File: src/rtl/kdehd_pkg.sv
`timescale 1ns / 1ps

package kdehd_pkg;

    localparam int NUM_DIGITS_DEF = 4;
    localparam int NUM_DIGITS_MAX = 8;

    localparam int ACC_W   = 32;
    localparam int VALUE_W = 16;
    localparam int APB_AW  = 3;
    localparam int APB_DW  = 32;

    // register addresses
    localparam logic REG_SEG_INV = 1'b0;

    typedef enum logic {
        CMD_PRESS = 1'b0,
        CMD_TICK  = 1'b1
    } t_cmd;

    localparam logic [3:0] KEY_DIG1  = 4'd0;
    localparam logic [3:0] KEY_DIG9  = 4'd8;
    localparam logic [3:0] KEY_ENTER = 4'd9;
    localparam logic [3:0] KEY_ZERO  = 4'd10;

    localparam logic [7:0] ANODE_NONE = 8'hFF;
    localparam logic [7:0] SEG_BLANK  = 8'h00;

    typedef struct packed {
        logic       cmd;
        logic [3:0] key_pos;
    } t_in_word;

    typedef struct packed {
        logic [7:0]  anode_drive;
        logic [7:0]  segment_drive;
        logic [15:0] shown_hex_value;
    } t_out_word;

    // hex font, bit 0 = segment a
    function automatic logic [7:0] hex_font(input logic [3:0] nib);
        logic [7:0] pat;
        case (nib)
            4'h0:    pat = 8'h3F;
            4'h1:    pat = 8'h06;
            4'h2:    pat = 8'h5B;
            4'h3:    pat = 8'h4F;
            4'h4:    pat = 8'h66;
            4'h5:    pat = 8'h6D;
            4'h6:    pat = 8'h7D;
            4'h7:    pat = 8'h07;
            4'h8:    pat = 8'h7F;
            4'h9:    pat = 8'h67;
            4'hA:    pat = 8'h77;
            4'hB:    pat = 8'h7C;
            4'hC:    pat = 8'h39;
            4'hD:    pat = 8'h5E;
            4'hE:    pat = 8'h79;
            4'hF:    pat = 8'h71;
            default: pat = 8'h00;
        endcase
        return pat;
    endfunction

endpackage

File: src/rtl/kdehd_digit_drive.sv
`timescale 1ns / 1ps

module kdehd_digit_drive #(
    parameter int NUM_DIGITS = kdehd_pkg::NUM_DIGITS_DEF,
    parameter int IDX_W      = (NUM_DIGITS > 1) ? $clog2(NUM_DIGITS) : 1
) (
    input  logic [IDX_W-1:0]               i_idx,
    input  logic [kdehd_pkg::VALUE_W-1:0]  i_value,
    input  logic                           i_invert,
    output logic [7:0]                     o_anode,
    output logic [7:0]                     o_segment
);
    import kdehd_pkg::*;

    localparam logic [3:0] LAST_DIGIT = 4'(NUM_DIGITS - 1);

    logic [3:0]  nsel;
    logic [31:0] shifted;
    logic [7:0]  pattern;

    always_comb begin
        // digit 0 carries the most significant nibble
        nsel      = LAST_DIGIT - 4'(i_idx);
        shifted   = 32'(i_value) >> {nsel[2:0], 2'b00};
        pattern   = hex_font(shifted[3:0]);
        o_segment = i_invert ? ~pattern : pattern;
        o_anode   = ~(8'b1 << i_idx);
    end

endmodule

File: src/rtl/keypad_decimal_entry_hex_display.sv
`timescale 1ns / 1ps

// Keypad decimal entry with multiplexed hex seven-segment display.
// Input channel (i_in_valid / o_in_ready / i_in_word): each word is either a
// keypad press (cmd 0, key_pos 0-8 digits 1-9, 9 enter, 10 digit 0, others
// ignored) or a display refresh tick (cmd 1).
// Output channel (o_out_valid / i_out_ready / o_out_word): exactly one word
// per input word. A press returns anode 0xFF, segments 0 and the shown value;
// a tick returns the anode/segment drive of the current digit, then advances.
// State updates and the result register load at the accepting edge.
// Throughput is one word per cycle while the receiver does not stall, set by
// the single output register, refilled in the same cycle it is drained.
// When the receiver stalls, the held word waits and o_in_ready drops until
// it is taken.
// Reset clears the accumulator, the shown value, the digit counter, the
// segment polarity register and the output valid flag.
// APB register 0 (address 0): bit 0 inverts segments for common anode parts;
// write only while idle.
module keypad_decimal_entry_hex_display #(
    parameter int NUM_DIGITS = kdehd_pkg::NUM_DIGITS_DEF
) (
    input  logic                           i_clk,
    input  logic                           i_rst_n,

    input  logic                           i_in_valid,
    output logic                           o_in_ready,
    input  kdehd_pkg::t_in_word            i_in_word,

    output logic                           o_out_valid,
    input  logic                           i_out_ready,
    output kdehd_pkg::t_out_word           o_out_word,

    input  logic                           psel,
    input  logic                           penable,
    input  logic                           pwrite,
    input  logic [kdehd_pkg::APB_AW-1:0]   paddr,
    input  logic [kdehd_pkg::APB_DW-1:0]   pwdata,
    output logic [kdehd_pkg::APB_DW-1:0]   prdata,
    output logic                           pready
);
    import kdehd_pkg::*;

    localparam int IDX_W = (NUM_DIGITS > 1) ? $clog2(NUM_DIGITS) : 1;
    localparam logic [IDX_W-1:0] IDX_LAST = IDX_W'(NUM_DIGITS - 1);

    logic [ACC_W-1:0]   r_acc,       n_acc;
    logic [VALUE_W-1:0] r_value,     n_value;
    logic [IDX_W-1:0]   r_idx,       n_idx;
    logic               r_seg_inv;
    logic               r_out_valid;
    t_out_word          r_out_word,  n_out_word;

    logic               accept;
    logic [3:0]         digit;
    logic [7:0]         tick_anode;
    logic [7:0]         tick_seg;

    // configuration
    assign pready = 1'b1;

    always_ff @(posedge i_clk) begin
        if (!i_rst_n) begin
            r_seg_inv <= 1'b0;
        end else if (psel && penable && pwrite && paddr[2] == REG_SEG_INV) begin
            r_seg_inv <= pwdata[0];
        end
    end

    assign prdata = (paddr[2] == REG_SEG_INV) ? {{(APB_DW-1){1'b0}}, r_seg_inv}
                                              : '0;

    // handshake
    assign o_in_ready  = !r_out_valid || i_out_ready;
    assign accept      = i_in_valid && o_in_ready;
    assign o_out_valid = r_out_valid;
    assign o_out_word  = r_out_word;

    kdehd_digit_drive #(
        .NUM_DIGITS (NUM_DIGITS),
        .IDX_W      (IDX_W)
    ) u_digit (
        .i_idx     (r_idx),
        .i_value   (r_value),
        .i_invert  (r_seg_inv),
        .o_anode   (tick_anode),
        .o_segment (tick_seg)
    );

    always_comb begin
        n_acc      = r_acc;
        n_value    = r_value;
        n_idx      = r_idx;
        n_out_word = r_out_word;
        digit      = (i_in_word.key_pos == KEY_ZERO) ? 4'd0 : i_in_word.key_pos + 4'd1;

        if (i_in_word.cmd == CMD_PRESS) begin
            if (i_in_word.key_pos inside {[KEY_DIG1:KEY_DIG9], KEY_ZERO}) begin
                // acc * 10 + digit, wrapping
                n_acc = (r_acc << 3) + (r_acc << 1) + ACC_W'(digit);
            end else if (i_in_word.key_pos == KEY_ENTER) begin
                n_value = r_acc[VALUE_W-1:0];
                n_acc   = '0;
            end
            n_out_word.anode_drive     = ANODE_NONE;
            n_out_word.segment_drive   = SEG_BLANK;
            n_out_word.shown_hex_value = n_value;
        end else begin
            n_out_word.anode_drive     = tick_anode;
            n_out_word.segment_drive   = tick_seg;
            n_out_word.shown_hex_value = r_value;
            n_idx = (r_idx >= IDX_LAST) ? '0 : r_idx + IDX_W'(1);
        end
    end

    always_ff @(posedge i_clk) begin
        if (!i_rst_n) begin
            r_acc       <= '0;
            r_value     <= '0;
            r_idx       <= '0;
            r_out_valid <= 1'b0;
        end else begin
            if (accept) begin
                r_acc   <= n_acc;
                r_value <= n_value;
                r_idx   <= n_idx;
            end
            if (o_in_ready) begin
                r_out_valid <= i_in_valid;
            end
        end
    end

    always_ff @(posedge i_clk) begin
        if (accept) begin
            r_out_word <= n_out_word;
        end
    end

endmodule
File: config.mk
export PLATFORM = sky130hd
export DESIGN_NAME = keypad_decimal_entry_hex_display
export DESIGN_NICKNAME = d
export VERILOG_FILES = /design/src/rtl/kdehd_pkg.sv /design/src/rtl/kdehd_digit_drive.sv /design/src/rtl/keypad_decimal_entry_hex_display.sv
export SDC_FILE = /design/constraint.sdc
export NUM_CORES = 1
export LEC_CHECK = 0
export BUFFER_PORTS_ARGS = -buffer_cell sky130_fd_sc_hd__buf_2
export CAP_MARGIN = 20
export CORE_MARGIN = 5
export CORE_UTILIZATION = 45
export CTS_BUF_LIST = sky130_fd_sc_hd__clkbuf_4 sky130_fd_sc_hd__clkbuf_8
export DETAILED_ROUTE_END_ITERATION = 10
export GPL_ROUTABILITY_DRIVEN = 0
export GPL_TIMING_DRIVEN = 0
export PLACE_DENSITY = 0.73
export SYNTH_ARGS = -nofsm -noshare
export SYNTH_HDL_FRONTEND = slang
export SYNTH_SLANG_ARGS = --single-unit
File: constraint.sdc
create_clock -name i_clk -period 3.8 [get_ports i_clk]
set_input_delay 0.19 -clock i_clk [delete_from_list [all_inputs] [get_ports i_clk]]
set_output_delay 0.19 -clock i_clk [all_outputs]
set_load 0.02 [all_outputs]
==> summary.txt <==
Synth area leader -> edfxtp_1
Worst Setup SP -> r_acc[0]$_SDFFE_PN0P_
# rows -> 34
Syn_area_per_cell -> 10.1 um2
Synthesized area -> 0.00405 mm2
Starting Density -> 46.2%
Drt initial violations -> 173
Post-synth EDFFs -> 28
Vias in the first global route -> 3078
Yosys top cell area share -> 20.8%
Synthesized instance count -> 401
Core outline area -> 0.00876 mm2
Max-Cap Viols -> 0
Highest Clock Rate -> 338 MHz
CTS buffer count -> 9
Hold Crit Start -> i_in_valid
Count leader, synth -> nand2_1
Via count -> 3062
Top post-synthesis cells by area -> edfxtp_1 21%, dfxtp_1 18%, ha_1 11%, buf_4 6.7%, mux2_2 4.7%
M3 GR Usage -> 3.76%
Routed len/inst -> 13.6 um
Final Hold Vio Count -> 0
Async SR Flop Fraction -> 0%
GRT Residual Overflow -> 0
Synth top cells by count -> 42 x nand2_1, 36 x buf_4, 36 x dfxtp_1
Nets -> 574
Setup_tns -> 0 ps
Min-delay worst type -> in -> reg
Slew headroom -> 42.8%
Met1 usage -> 18.0%
Hold Buf Count CTS -> 0
H-tree Lvls -> 3
CP required -> 4020 ps
Die Wd -> 105 um
Global router's overall resource usage -> 15.4%
Antenna cells -> 0
Synthesis-to-finish area growth -> 16.9%
CTS root buf -> clkbuf_8
Largest net degree at the start of global routing -> 38
Register area share after synthesis -> 38.6%
# Post-CTS Setup Buffers -> 0
CP startpoint kind -> flip-flop
Drt via density -> 5.08
DRC viols -> 0
Final WL -> 8230 um
Minimum clock period -> 2960 ps
Setup violators final -> 0
Final Max Tran Viols -> 0
Syn. warnings -> 0
PnR worst setup slack -> 844 ps
I/O pin total -> 114
Height of the die -> 105 um
ANT nets after route -> 0
PD cells -> 321 mW/mm2
Clock Latency Late Sink -> 330 ps
Post-CTS resize count -> 0
Worst Path Max Fanout -> 5
Initial antenna violation count -> 0
R2R Path Start -> r_acc[0]$_SDFFE_PN0P_
Post-synth cell types -> 48
Met2 Use GR -> 26.5%
Ys flop type -> dfxtp_1
Global-route wire length before repair -> 14200 um
RSZ-0062 raised after global routing -> no
First-pass DRT Iterations -> 8
Filler cells -> 778
Die area -> 0.0110 mm2
Dpl hpwl -> 6330 um
CTS tree -> yes
Worst slack at placement -> 689 ps
Crit share post-route -> 77.8%
CP arrival -> 3180 ps
CTS clk-pin slew, worst paths -> 60 ps
Clock Skew -> 9.70 ps
CTS Buffer Depth -> 2
VDD IR-drop max -> 0.138 mV
Worst slew pin tran -> 857 ps
Outcome -> finished clean
Setup Crit Path Kind -> reg -> reg
Port bufs -> 44
Clock sinks -> 64
Share of cells above drive strength 1 -> 25.5%
Synth Register Bits -> 64
Hold WS -> 94.7 ps
Leak pwr -> 2.13 nW
Worst Setup End Kind -> flip-flop
Global route hottest layer -> met2
## path summary, 6_finish.rpt
check,slack [ps],depth (start not counted),end
worst max-delay path,840,10,r_acc[12]$_SDFFE_PN0P_
worst min-delay path,90,2,o_out_valid$_SDFFE_PN0N_
worst max register to register,840,10,r_acc[12]$_SDFFE_PN0P_
worst min register to register,480,2,r_value[6]$_SDFFE_PN0P_
## power by group
| part | switching [W] | leakage [nW] | total (W) | internal, W |
|---|---|---|---|---|
| Combinational | 0.000123 | 1.47 | 0.000196 | 0.0000737 |
| Clock | 0.000237 | 0.105 | 0.000578 | 0.000340 |
| Sequential | 0.00000868 | 0.562 | 0.000746 | 0.000737 |
## critical path, stage by stage (launching register included)
cell,delay [ps]
dfxtp_1,420
inv_1,90
fa_1,530
inv_1,60
fa_1,470
a211o_1,330
a21oi_1,240
o21ai_0,180
a31oi_1,230
xor2_1,190
o2bb2ai_1,90
## through the flow
| stage | total power (W) | instances | cell area, um2 | utilization (%) |
|---|---|---|---|---|
| final | 0.00152 | 603 | 4730 | 54.0 |
| after global routing | 0.00159 | 603 | 4730 | 54.0 |
| after CTS | 0.00153 | 603 | 4730 | 54.0 |
| after detailed placement | 0.000957 | 587 | 4530 | 51.7 |
| after global placement | 0.000953 | 587 | 4530 | 51.7 |
| after floorplan | 0.000912 | 435 | 4170 | - |
## logic make-up after synthesis
| kind of cell | synth area share [%] |
|---|---|
| and+or+nand+nor | 12.2 |
| AOI/OAI and AO/OA | 14.8 |
| buffers and inverters | 10.2 |
| DFF | 38.6 |
| adders and majority gates | 11.8 |
| muxes | 9.18 |
| xor gates and xnor gates | 3.03 |
| other | 0.186 |
## metal layers
metal  up-vias  share of wire, %
li1       1538                 -
met2        99                50
met4         0               2.8
met1      1409                41
met5         -                 0
met3        16               5.5
## sequential cells by signal, summed over array words and instances, names as in the netlist
signal       count
o_out_valid      1
o_out_word      28
r_acc           16
r_idx            2
r_seg_inv        1
r_value         16
## layout by cell type (no fill, tap or decap), types with 3 or more instances in the layout
cell type	count
a21boi_0	17
a21o_1	6
a21oi_1	18
a22oi_1	9
a31oi_1	3
buf_2	46
buf_4	36
buf_6	3
clkbuf_1	9
clkbuf_8	11
conb_1	36
dfxtp_1	36
edfxtp_1	28
ha_1	35
inv_1	16
mux2_2	17
mux2i_1	9
mux4_2	4
nand2_1	42
nand2b_1	4
nand3_1	19
nor2_1	7
nor2b_1	16
o21a_1	3
o21ai_0	16
xnor2_1	6
xor2_1	8
## final cells by class
| type | instances | area [um2] | area share, % |
|---|---|---|---|
| plain buffers | 51 | 353 | 7.46 |
| repair buffers | 44 | 220 | 4.65 |
| multi-input cells | 304 | 2200 | 46.5 |
| clock buffers | 12 | 159 | 3.36 |
| inverters | 16 | 60.1 | 1.27 |
| clock inverters | 4 | 42.5 | 0.899 |
| well taps | 108 | 135 | 2.86 |
| flip-flops and latches | 64 | 1560 | 33.0 |
Note: power is estimated with default switching activity, not from simulation.
